### config.mk
export PLATFORM = sky130hd
export DESIGN_NAME = pds_div
export DESIGN_NICKNAME = d
export VERILOG_FILES = /design/src/hw/rtl/pds_div.sv
export SDC_FILE = /design/constraint.sdc
export NUM_CORES = 2
export LEC_CHECK = 0
export CAP_MARGIN = 20
export CORE_ASPECT_RATIO = 2
export CORE_MARGIN = 2
export CORE_UTILIZATION = 35
export CTS_CLUSTER_DIAMETER = 30
export CTS_CLUSTER_SIZE = 20
export DETAILED_ROUTE_END_ITERATION = 16
export DONT_BUFFER_PORTS = 1
export SETUP_SLACK_MARGIN = 0.02
export SLEW_MARGIN = 10
export SYNTH_ARGS = -nofsm -noshare
export SYNTH_HDL_FRONTEND = slang
export SYNTH_SLANG_ARGS = --single-unit
### constraint.sdc
create_clock -name clock -period 3.7 [get_ports clock]
set_input_delay 0.37 -clock clock [delete_from_list [all_inputs] [get_ports clock]]
set_output_delay 0.37 -clock clock [all_outputs]
set_load 0.05 [all_outputs]
### src/hw/rtl/pds_div.sv
module pds_div #(
   parameter int NumWidth  = 50,
   parameter int DenWidth  = 25,
   parameter int QuoWidth  = 26,
   parameter int SideWidth = 1
) (
   input  logic                 clock,
   input  logic                 reset,
   input  logic                 en,
   input  logic                 in_valid,
   input  logic [NumWidth-1:0]  in_num,
   input  logic [DenWidth-1:0]  in_den,
   input  logic [SideWidth-1:0] in_side,
   output logic                 out_valid,
   output logic [QuoWidth-1:0]  out_quo,
   output logic [SideWidth-1:0] out_side
);

   localparam int RemWidth = DenWidth + QuoWidth;

   logic                 valid_ff [QuoWidth];
   logic [RemWidth-1:0]  rem_ff   [QuoWidth];
   logic [DenWidth-1:0]  den_ff   [QuoWidth];
   logic [QuoWidth-1:0]  quo_ff   [QuoWidth];
   logic [SideWidth-1:0] side_ff  [QuoWidth];

   // one quotient bit per stage, most significant first
   for (genvar k = 0; k < QuoWidth; k++) begin : g_step
      localparam int Bit = QuoWidth - 1 - k;
      logic                 valid_c;
      logic [RemWidth-1:0]  rem_c;
      logic [RemWidth-1:0]  trial;
      logic [RemWidth-1:0]  rem_in;
      logic [DenWidth-1:0]  den_c;
      logic [QuoWidth-1:0]  quo_c;
      logic [QuoWidth-1:0]  quo_in;
      logic [SideWidth-1:0] side_c;

      if (k == 0) begin : g_head
         assign valid_c = in_valid;
         assign rem_c   = RemWidth'(in_num);
         assign den_c   = in_den;
         assign quo_c   = '0;
         assign side_c  = in_side;
      end else begin : g_body
         assign valid_c = valid_ff[k-1];
         assign rem_c   = rem_ff[k-1];
         assign den_c   = den_ff[k-1];
         assign quo_c   = quo_ff[k-1];
         assign side_c  = side_ff[k-1];
      end

      assign trial = RemWidth'(den_c) << Bit;

      always_comb begin
         if (rem_c >= trial) begin
            rem_in = rem_c - trial;
            quo_in = quo_c | (QuoWidth'(1) << Bit);
         end else begin
            rem_in = rem_c;
            quo_in = quo_c;
         end
      end

      always_ff @(posedge clock) begin
         if (reset) begin
            valid_ff[k] <= 1'b0;
         end else if (en) begin
            valid_ff[k] <= valid_c;
         end
         if (en) begin
            rem_ff[k]  <= rem_in;
            den_ff[k]  <= den_c;
            quo_ff[k]  <= quo_in;
            side_ff[k] <= side_c;
         end
      end
   end

   assign out_valid = valid_ff[QuoWidth-1];
   assign out_quo   = quo_ff[QuoWidth-1];
   assign out_side  = side_ff[QuoWidth-1];

endmodule

==> impl_metrics.toml <==
[global_route]
overflow = 0
grt_pass1_vias = 93233
grtUsageTotal_pct = 20.7
antenna_found_initial = 36
grt_first_pass_wirelength_mm = 531
grt_max_degree = 176

[layout]
area_growth_pct = 31.3
final_cell_mix = "2303 x edfxtp_1, 1373 x buf_4, 806 x inv_1"
fin_area_mm2 = 0.155
layout_commonest_cell = "edfxtp_1"
nets = 12520
fillers = 29220
layout-drive-gt1-share_pct = 24.6

[placement]
gp_congestion = 1.05
hpwl_mm = 269
buffer_ports.inserted = 0
placed_cell_area_mm2 = 0.134
place_ws_ns = -4.09

[power_and_ir_drop]
peakVddDrop_mv = 0.481
p_int_w = 0.0799
seqPwrFrac_pct = 32.1
pwr-share-clk_pct = 29.2
p_leak_nw = 61.0
p_per_area_mw_per_mm2 = 797
power.switching_w = 0.0436
pwr-share-comb_pct = 38.7
switching_share_pct = 35.3

[detailed_routing]
drc_errors = 0
first_pass_iters = 6
antenna_left = 0
wl_mm = 371
vias = 86555
vias_per_cell = 5.23
dr.first_iter.drc_count = 3791
wl_per_cell_um = 22.4

[synthesis]
ys_ff_latch = 2303
synth_edf_count = 2303
ys_warn_count = 0
async_flop_share_pct = 0
syn_area_mm2 = 0.118
ys_dominant_reg_cell = "edfxtp_1"
synthCells = 9925
yosysSeqAreaShare_pct = 58.6
syn_area_per_cell_um2 = 11.9
synthesis.nets = 10680
ys_types = 90

[floorplanning]
core_area_mm2 = 0.336
chipHeight_um = 825
rows = 301
die_w_um = 415
start_util_pct = 35.2
io_pins = 108
die_area_mm2 = 0.342

[clock_tree]
htree_levels = 5
clock_path_buffers = 4
clock_sinks = 2303
clk-insertion-delay-late_ns = 0.96
cts_tree = "done"
cts_buffers = 381
clkTransAtPathRegs_ns = 0.06
cts-root-buf = "clkbuf_16"

[job]
maxCapViolations = 0

[worst_setup_path]
path_delay_family = "simple AND/OR/NAND/NOR gates"
cp-start-kind = "flip-flop"
end_kind = "flip-flop"
crit_path_top_delay_cell = "or4_4"
crit_chain = "or4_4 > or3_4 > or4_4 > or3_4 > or3_4 > or4_4 > a211oi_4 > buf_6 > buf_12 > inv_6 > mux2_4"
critPathKind = "flip-flop to flip-flop"
crit_fanout = 7
cpPeakStageDelay_ns = 0.55
required_ns = 4.39
cp.arrival_ns = 4.63
path_buf_inv = 3

[sta]
maxSlewHeadroom_pct = 19.9
fin_crit_ns = 3.94
fin_tns_setup_ns = -14.92
fin_skew_ns = 0.0714
worst_slack_ns = -0.243
hold_viol_final = 0
post-route-period-util_pct = 107
setup_viol = 131
final-max-slew-violation-count = 0
worstMarginPinSlew_ns = 1.20
max_clock_freq_mhz = 254
rsz0062_at_grt = "yes"

[hold_path]
min-delay-path-class = "input pin to flip-flop"

[outcome]
violations = "negative setup slack"
outcome = "finished, violations left"
## routing by layer
layer / GRT usage (%) / routed length, µm / up-vias
met2: 44.0 / 220000 / 2422
met1: 12.3 / 87300 / 41903
met5: 0 / 51 / -
met4: 25.2 / 51300 / 8
met3: 3.09 / 12200 / 1564
li1: - / - / 40658
## worst register-to-register path, stage by stage (launching register included)
cell	delay, ns
edfxtp_1	0.40
or4_4	0.55
or3_4	0.34
or4_4	0.43
or3_4	0.34
or3_4	0.33
or4_4	0.46
a211oi_4	0.20
buf_6	0.20
buf_12	0.14
inv_6	0.04
mux2_4	0.28
## per-stage QoR
step / std cells / util, % / hold WS (ns) / total power (W)
2_1_floorplan: 9925 / - / 0.400 / 0.0643
3_3_place_gp: 15422 / 39.8 / 0.400 / 0.0817
3_5_place_dp: 15425 / 39.8 / 0.405 / 0.0830
4_1_cts: 16366 / 45.2 / 0.000363 / 0.122
5_1_grt: 16526 / 46.2 / 0.00214 / 0.129
6_report: 16534 / 46.2 / 0.00821 / 0.123
## what timing repair did
action | in CTS | in global routing
pin swaps | 160 | 223
gates resized for setup | 548 | 429
hold buffers | 107 | 1
cloned | 31 | 13
setup buffers | 120 | 112
endpoints found under the hold margin | 272 | 1
endpoints found under the setup margin | 1802 | 628
## state kept, by name (all words and copies together), names as in the netlist
signal and cells:
rem_ff 1275, valid_ff 26, den_ff 625, side_ff 26
quo_ff 351
## final timing paths
path / slack (ns) / to / cells after the start / from
setup / recovery: -0.24 / rem_ff[1][230]$_DFFE_PP_ / 11 / rem_ff[1][193]$_DFFE_PP_
hold / removal: 0.008 / rem_ff[0][70]$_DFFE_PP_ / 1 / en
setup reg to reg: -0.24 / rem_ff[1][230]$_DFFE_PP_ / 11 / rem_ff[1][193]$_DFFE_PP_
hold reg to reg: 0.39 / den_ff[1][56]$_DFFE_PP_ / 0 / den_ff[1][31]$_DFFE_PP_
## logic make-up (layout without fill, tap and decap cells)
group	count (synthesis)	count (layout)	share of synthesized area [%]
adders and majority gates	675	675	7.32
AOI/OAI and AO/OA	2337	2337	12.3
DFF	2303	2303	58.6
xor gates and xnor gates	831	831	6.17
and+or+nand+nor	2604	2604	11.1
other	0	61	0
muxes	122	122	1.16
buffers and inverters	1053	3208	3.41
## layout make-up
class	instances	area, µm²	area share (%)
sequential	2303	69200	44.6
timing repair buffer	1677	15100	9.75
inverter	833	3140	2.03
clock buffer	422	9860	6.36
tap	4393	5500	3.55
clock inverter	276	3210	2.07
multi-input combinational	6569	48800	31.5
antenna	61	153	0.0985
## synth_stat cells, drive strengths merged, types with 25 or more instances
cell / count / area share (%)
clkbuf: 191 / 0.61
nand2b: 138 / 0.73
o31a: 28 / 0.21
o21bai: 70 / 0.45
o21a: 109 / 0.69
nor4: 167 / 0.89
a211oi: 76 / 0.51
or3: 72 / 0.39
fa: 25 / 0.42
xor2: 388 / 2.9
edfxtp: 2303 / 59
nor2: 558 / 1.8
o21ai: 652 / 2.8
buf: 29 / 0.15
xnor2: 443 / 3.3
nand4: 124 / 0.66
inv: 831 / 2.6
nand3: 163 / 0.69
nor3: 206 / 0.87
and3: 59 / 0.31
o211ai: 41 / 0.26
and2: 60 / 0.32
nor2b: 115 / 0.61
nand2: 713 / 2.3
a211o: 30 / 0.22
or4: 65 / 0.42
a31oi: 56 / 0.30
nor4b: 25 / 0.19
a21o: 307 / 2.0
a21oi: 705 / 3.0
mux2: 114 / 1.1
a2111oi: 28 / 0.21
o31ai: 49 / 0.31
or2: 39 / 0.21
ha: 650 / 6.9
## power groups by stage
stage | Combinational (W) | Sequential [W] | Clock, W
3_3_place_gp | 0.0421 | 0.0396 | 0
6_report | 0.0478 | 0.0396 | 0.0361
5_1_grt | 0.0513 | 0.0400 | 0.0378
4_1_cts | 0.0455 | 0.0394 | 0.0367
2_1_floorplan | 0.0258 | 0.0385 | 0
3_5_place_dp | 0.0432 | 0.0398 | 0
Note: power is estimated with default switching activity, not from simulation.
