$ cat config.mk
export PLATFORM = sky130hd
export DESIGN_NAME = pds_isqrt
export DESIGN_NICKNAME = d
export VERILOG_FILES = /design/src/hw/rtl/pds_isqrt.sv
export SDC_FILE = /design/constraint.sdc
export NUM_CORES = 2
export LEC_CHECK = 0
export BUFFER_PORTS_ARGS = -buffer_cell sky130_fd_sc_hd__buf_2
export CORE_MARGIN = 1.5
export CORE_UTILIZATION = 25
export DETAILED_ROUTE_END_ITERATION = 10
export GPL_TIMING_DRIVEN = 1
export SETUP_SLACK_MARGIN = 0.5
export SYNTH_ARGS = -nofsm -noshare
export SYNTH_HDL_FRONTEND = slang
export SYNTH_SLANG_ARGS = --single-unit
$ cat constraint.sdc
create_clock -name clock -period 4.2 [get_ports clock]
set_input_delay 0.21 -clock clock [delete_from_list [all_inputs] [get_ports clock]]
set_output_delay 0.21 -clock clock [all_outputs]
set_load 0.02 [all_outputs]
$ cat src/hw/rtl/pds_isqrt.sv
module pds_isqrt #(
   parameter int RadWidth  = 50,
   parameter int SideWidth = 1
) (
   input  logic                    clock,
   input  logic                    reset,
   input  logic                    en,
   input  logic                    in_valid,
   input  logic [RadWidth-1:0]     in_rad,
   input  logic [SideWidth-1:0]    in_side,
   output logic                    out_valid,
   output logic [RadWidth/2-1:0]   out_root,
   output logic [SideWidth-1:0]    out_side
);

   localparam int RootBits = RadWidth / 2;
   localparam int RemWidth = RadWidth + 2;

   logic                 valid_ff [RootBits];
   logic [RemWidth-1:0]  rem_ff   [RootBits];
   logic [RootBits-1:0]  root_ff  [RootBits];
   logic [SideWidth-1:0] side_ff  [RootBits];

   // one root bit per stage; rem holds radicand minus root squared
   for (genvar k = 0; k < RootBits; k++) begin : g_step
      localparam int Bit = RootBits - 1 - k;
      logic                 valid_c;
      logic [RemWidth-1:0]  rem_c;
      logic [RemWidth-1:0]  trial;
      logic [RemWidth-1:0]  rem_in;
      logic [RootBits-1:0]  root_c;
      logic [RootBits-1:0]  root_in;
      logic [SideWidth-1:0] side_c;

      if (k == 0) begin : g_head
         assign valid_c = in_valid;
         assign rem_c   = RemWidth'(in_rad);
         assign root_c  = '0;
         assign side_c  = in_side;
      end else begin : g_body
         assign valid_c = valid_ff[k-1];
         assign rem_c   = rem_ff[k-1];
         assign root_c  = root_ff[k-1];
         assign side_c  = side_ff[k-1];
      end

      assign trial = (RemWidth'(root_c) << (Bit + 1)) + (RemWidth'(1) << (2 * Bit));

      always_comb begin
         if (rem_c >= trial) begin
            rem_in  = rem_c - trial;
            root_in = root_c | (RootBits'(1) << Bit);
         end else begin
            rem_in  = rem_c;
            root_in = root_c;
         end
      end

      always_ff @(posedge clock) begin
         if (reset) begin
            valid_ff[k] <= 1'b0;
         end else if (en) begin
            valid_ff[k] <= valid_c;
         end
         if (en) begin
            rem_ff[k]  <= rem_in;
            root_ff[k] <= root_in;
            side_ff[k] <= side_c;
         end
      end
   end

   assign out_valid = valid_ff[RootBits-1];
   assign out_root  = root_ff[RootBits-1];
   assign out_side  = side_ff[RootBits-1];

endmodule

==> impl_metrics.json <==
{
  "initial_core_util": 0.252,
  "port_buffers": 81,
  "rows": 203,
  "critical_path.max_fanout": 11,
  "worstSkewPairLatency_ns": 0.83,
  "drt_pre_antenna_iters": 6,
  "postLayoutCellArea_sq_um": 88500,
  "r2r_cells": 9,
  "hpwlAfterDp_mm": 111,
  "worstPathArrival_ns": 4.09,
  "placeableCoreArea_sq_um": 306000,
  "timing.critical_path.to": "rem_ff[3][103]",
  "fin_tns_setup_ns": 0,
  "synth_enable_flop_cells": 1622,
  "number_of_global_route_vias_before_repair": 47987,
  "global_route_wire_length_before_repair_mm": 241,
  "gr-total-overflow": 0,
  "post-layout-total-power_mw": 42.7,
  "clock_tree_from_tritoncts": "yes",
  "synth_fp_nets": 6440,
  "initial_antenna_violation_count": 1,
  "cp.depth": 9,
  "width_of_the_die_microns": 558,
  "grt_use_total": 0.0941,
  "synthFlopType": "sky130_fd_sc_hd__edfxtp_1",
  "synth.area.top_cells": "sky130_fd_sc_hd__edfxtp_1 63%, sky130_fd_sc_hd__ha_1 5.6%, sky130_fd_sc_hd__xnor2_1 3.1%",
  "switching_power_mw": 11.5,
  "routed_via_density": 4.44,
  "wirelength_met1_mm": 58.9,
  "pwr-share-seq": 0.501,
  "routed-wl-met3_mm": 4.99,
  "grt_setup_unrepaired": "true",
  "worst_path_dominant_cell_family": "simple AND/OR/NAND/NOR gates",
  "avgSynthCellArea_sq_um": 12.8,
  "cts_bufs_inserted": 162,
  "globalplace.congestion": 0.901,
  "power.combinational.fraction": 0.176,
  "timing.critical_path.slowest_cell_delay_ns": 0.54,
  "holdCritPathClass": "input port to flop",
  "cts_max_path_buffers": 4,
  "syn-instance-count": 6039,
  "vias": 46737,
  "worst_slack_ns": 0.589,
  "r2r-start": "rem_ff[3][33]",
  "capture_instance_of_the_worst_register_to_register_path": "rem_ff[3][103]",
  "synth_top_cells_by_count": "1622 x sky130_fd_sc_hd__edfxtp_1, 433 x sky130_fd_sc_hd__inv_1, 405 x sky130_fd_sc_hd__nand2_1",
  "skew_ns": 0.0814,
  "setup_viol_count_final": 0,
  "wl_per_cell_microns": 14.4,
  "power_density_nw_per_um2": 482,
  "design.portCount": 82,
  "n_antenna_cell": 0,
  "dp_worst_setup_slack_ns": 0.273,
  "worst-endpoint-required_ns": 4.68,
  "grt_max_degree": 217,
  "drt_drc_violations_left": 0,
  "power.share.switching": 0.270,
  "layout-area-overhead-vs-synth_pct": 14.7,
  "n_fill_cell": 30747,
  "dr_wl_met2_mm": 79.9,
  "leakagePower_nw": 32.0,
  "startpoint_type_of_the_worst_setup_path": "flop",
  "sequential_to_total_area_share_from_yosys_stat": 0.631,
  "path_buf_inv": 0,
  "timing.critical_path.from": "rem_ff[3][33]",
  "fp.dieArea_sq_um": 312000,
  "tritoncts_num_sinks": 1622,
  "die_span_in_y_microns": 558,
  "regToRegSetupSlack_ns": 0.59,
  "synth_largest_type_area_fraction": 0.631,
  "clock_tree.htree_level_count": 4,
  "crit_path_class": "flop to flop",
  "root_buffer_master": "sky130_fd_sc_hd__clkbuf_16",
  "worstSetupEndpointType": "flop",
  "slew-limit-headroom": 0.213,
  "finalWorstPathRequiredPeriod_ns": 3.61,
  "count_of_final_max_slew_check_failures": 0,
  "yosys.cell_types.count": 103,
  "maxClockFrequency_mhz": 277,
  "outcome": "finished, final reports clean",
  "clock_transition_at_the_registers_of_the_reported_paths_ns": 0.06,
  "synth-async-reset-ratio": 0,
  "synthesis_stage_register_bit_count": 1622,
  "vdd.ir_drop.worst_v": 0.000415,
  "power.clock.fraction": 0.322,
  "final_nets": 6711,
  "yosys.area.top_type": "sky130_fd_sc_hd__edfxtp_1",
  "final_min_period_over_clock_period": 0.860,
  "max_cap_violations": 0,
  "post_synth_instance_area_sq_um": 77100,
  "yosys_warnings": 0,
  "cell_internal_pwr_mw": 31.2,
  "detailedRoute.firstIterationViolations": 2712,
  "path_cells": "ha_1 -> and4_1 -> nand3_1 -> nor4_4 -> nor4bb_1 -> o21ai_2 -> nand4b_1 -> nor4_1 -> xor2_1",
  "dpl-instance-area_sq_um": 82900,
  "finalWirelength_mm": 152,
  "timing_worst_slew_pin_value_ns": 1.18,
  "drive_gt1_frac": 0.0791,
  "yosys.cell_count.top_type": "sky130_fd_sc_hd__edfxtp_1",
  "highest-signal-layer": "met4",
  "postRouteAntennaNets": 0,
  "cpMaxStageDelayCell": "sky130_fd_sc_hd__nor4_4",
  "timing_hold_violations_final": 0
}
## stage by stage
stage                      util  hold slack, ns  std cells
after floorplan               -           0.309       6039
after global placement    0.271           0.386      10189
after detailed placement  0.271           0.388      10189
after CTS                 0.289         0.00225      10523
after global routing      0.289          0.0195      10524
final                     0.289          0.0786      10524
## cell type report
| cell class | instances | area, sq um | share of cell area |
|---|---|---|---|
| Clock buffer | 201 | 4220 | 0.0477 |
| Clock inverter | 77 | 706 | 0.00798 |
| Inverter | 437 | 1640 | 0.0186 |
| Multi-Input combinational cell | 3869 | 26300 | 0.298 |
| Sequential cell | 1622 | 48700 | 0.551 |
| Tap cell | 4100 | 5130 | 0.0580 |
| Timing Repair Buffer | 218 | 1710 | 0.0193 |
## worst min-delay path by stage
stage / from / end / slack [ns] / cells after the start
2_1_floorplan: in_rad[0] / rem_ff[0][0] / 0.31 / 0
3_3_place_gp: in_rad[8] / rem_ff[0][8] / 0.39 / 1
3_5_place_dp: in_rad[32] / rem_ff[0][32] / 0.39 / 1
4_1_cts: in_rad[47] / rem_ff[0][47] / 0.002 / 2
5_1_grt: in_rad[13] / rem_ff[0][13] / 0.02 / 2
6_report: in_rad[20] / rem_ff[0][20] / 0.08 / 2
## timing repair
item / CTS / global route
hold buffers: 55 / 0
gates resized for setup: 3 / 11
pin swaps: 1 / 1
endpoints found under the setup margin: 9 / 54
hold endpoints to repair: 61 / 0
buffers inserted: 1 / 1
## flip-flops by register name (all words and copies together), names as in the netlist
signal / cells
side_ff: 25
root_ff: 325
rem_ff: 1247
valid_ff: 25
## kinds of logic after synthesis
| kind of cell | count (synthesis) | synth area share |
|---|---|---|
| multiplexers | 46 | 0.00660 |
| buffers and inverters | 548 | 0.0282 |
| XOR/XNOR | 540 | 0.0613 |
| AND/OR/NAND/NOR | 1839 | 0.127 |
| adder cells (fa/ha/maj) | 346 | 0.0561 |
| flip-flops | 1622 | 0.631 |
| AO/OA/AOI/OAI | 1097 | 0.0896 |
| other | 1 | 0.0000486 |
## placed cells by master, fill, tap and decap left out, types with 72 or more instances in the layout
master                      netlist  layout
sky130_fd_sc_hd__edfxtp_1      1622    1622
sky130_fd_sc_hd__inv_1          433     433
sky130_fd_sc_hd__nand2_1        405     405
sky130_fd_sc_hd__nor2_1         361     361
sky130_fd_sc_hd__ha_1           346     346
sky130_fd_sc_hd__a21oi_1        330     330
sky130_fd_sc_hd__o21ai_0        275     275
sky130_fd_sc_hd__xnor2_1        274     274
sky130_fd_sc_hd__xor2_1         266     266
sky130_fd_sc_hd__nor4_1         204     200
sky130_fd_sc_hd__nor3_1         182     180
sky130_fd_sc_hd__clkbuf_16        0     163
sky130_fd_sc_hd__a21o_1         115     115
sky130_fd_sc_hd__nand3_1        102     102
sky130_fd_sc_hd__nand4_1        100     100
sky130_fd_sc_hd__buf_2           23      80
sky130_fd_sc_hd__or3_1           76      76
sky130_fd_sc_hd__buf_4            8      72
## metal layers
layer / GRT usage / vias to the layer above
met4: 0.0488 / 0
met5: 0 / -
li1: - / 23237
met3: 0.0147 / 415
met1: 0.0947 / 22138
met2: 0.184 / 947
## power by group through the flow
stage / clock network [mW] / registers [mW] / logic [mW]
2_1_floorplan: 0 / 21.3 / 5.49
3_3_place_gp: 0 / 21.7 / 7.18
3_5_place_dp: 0 / 21.7 / 7.40
4_1_cts: 14.2 / 21.4 / 7.47
5_1_grt: 14.8 / 21.6 / 8.33
6_report: 13.7 / 21.4 / 7.53
No activity file was read; power rests on OpenSTA's default activity.
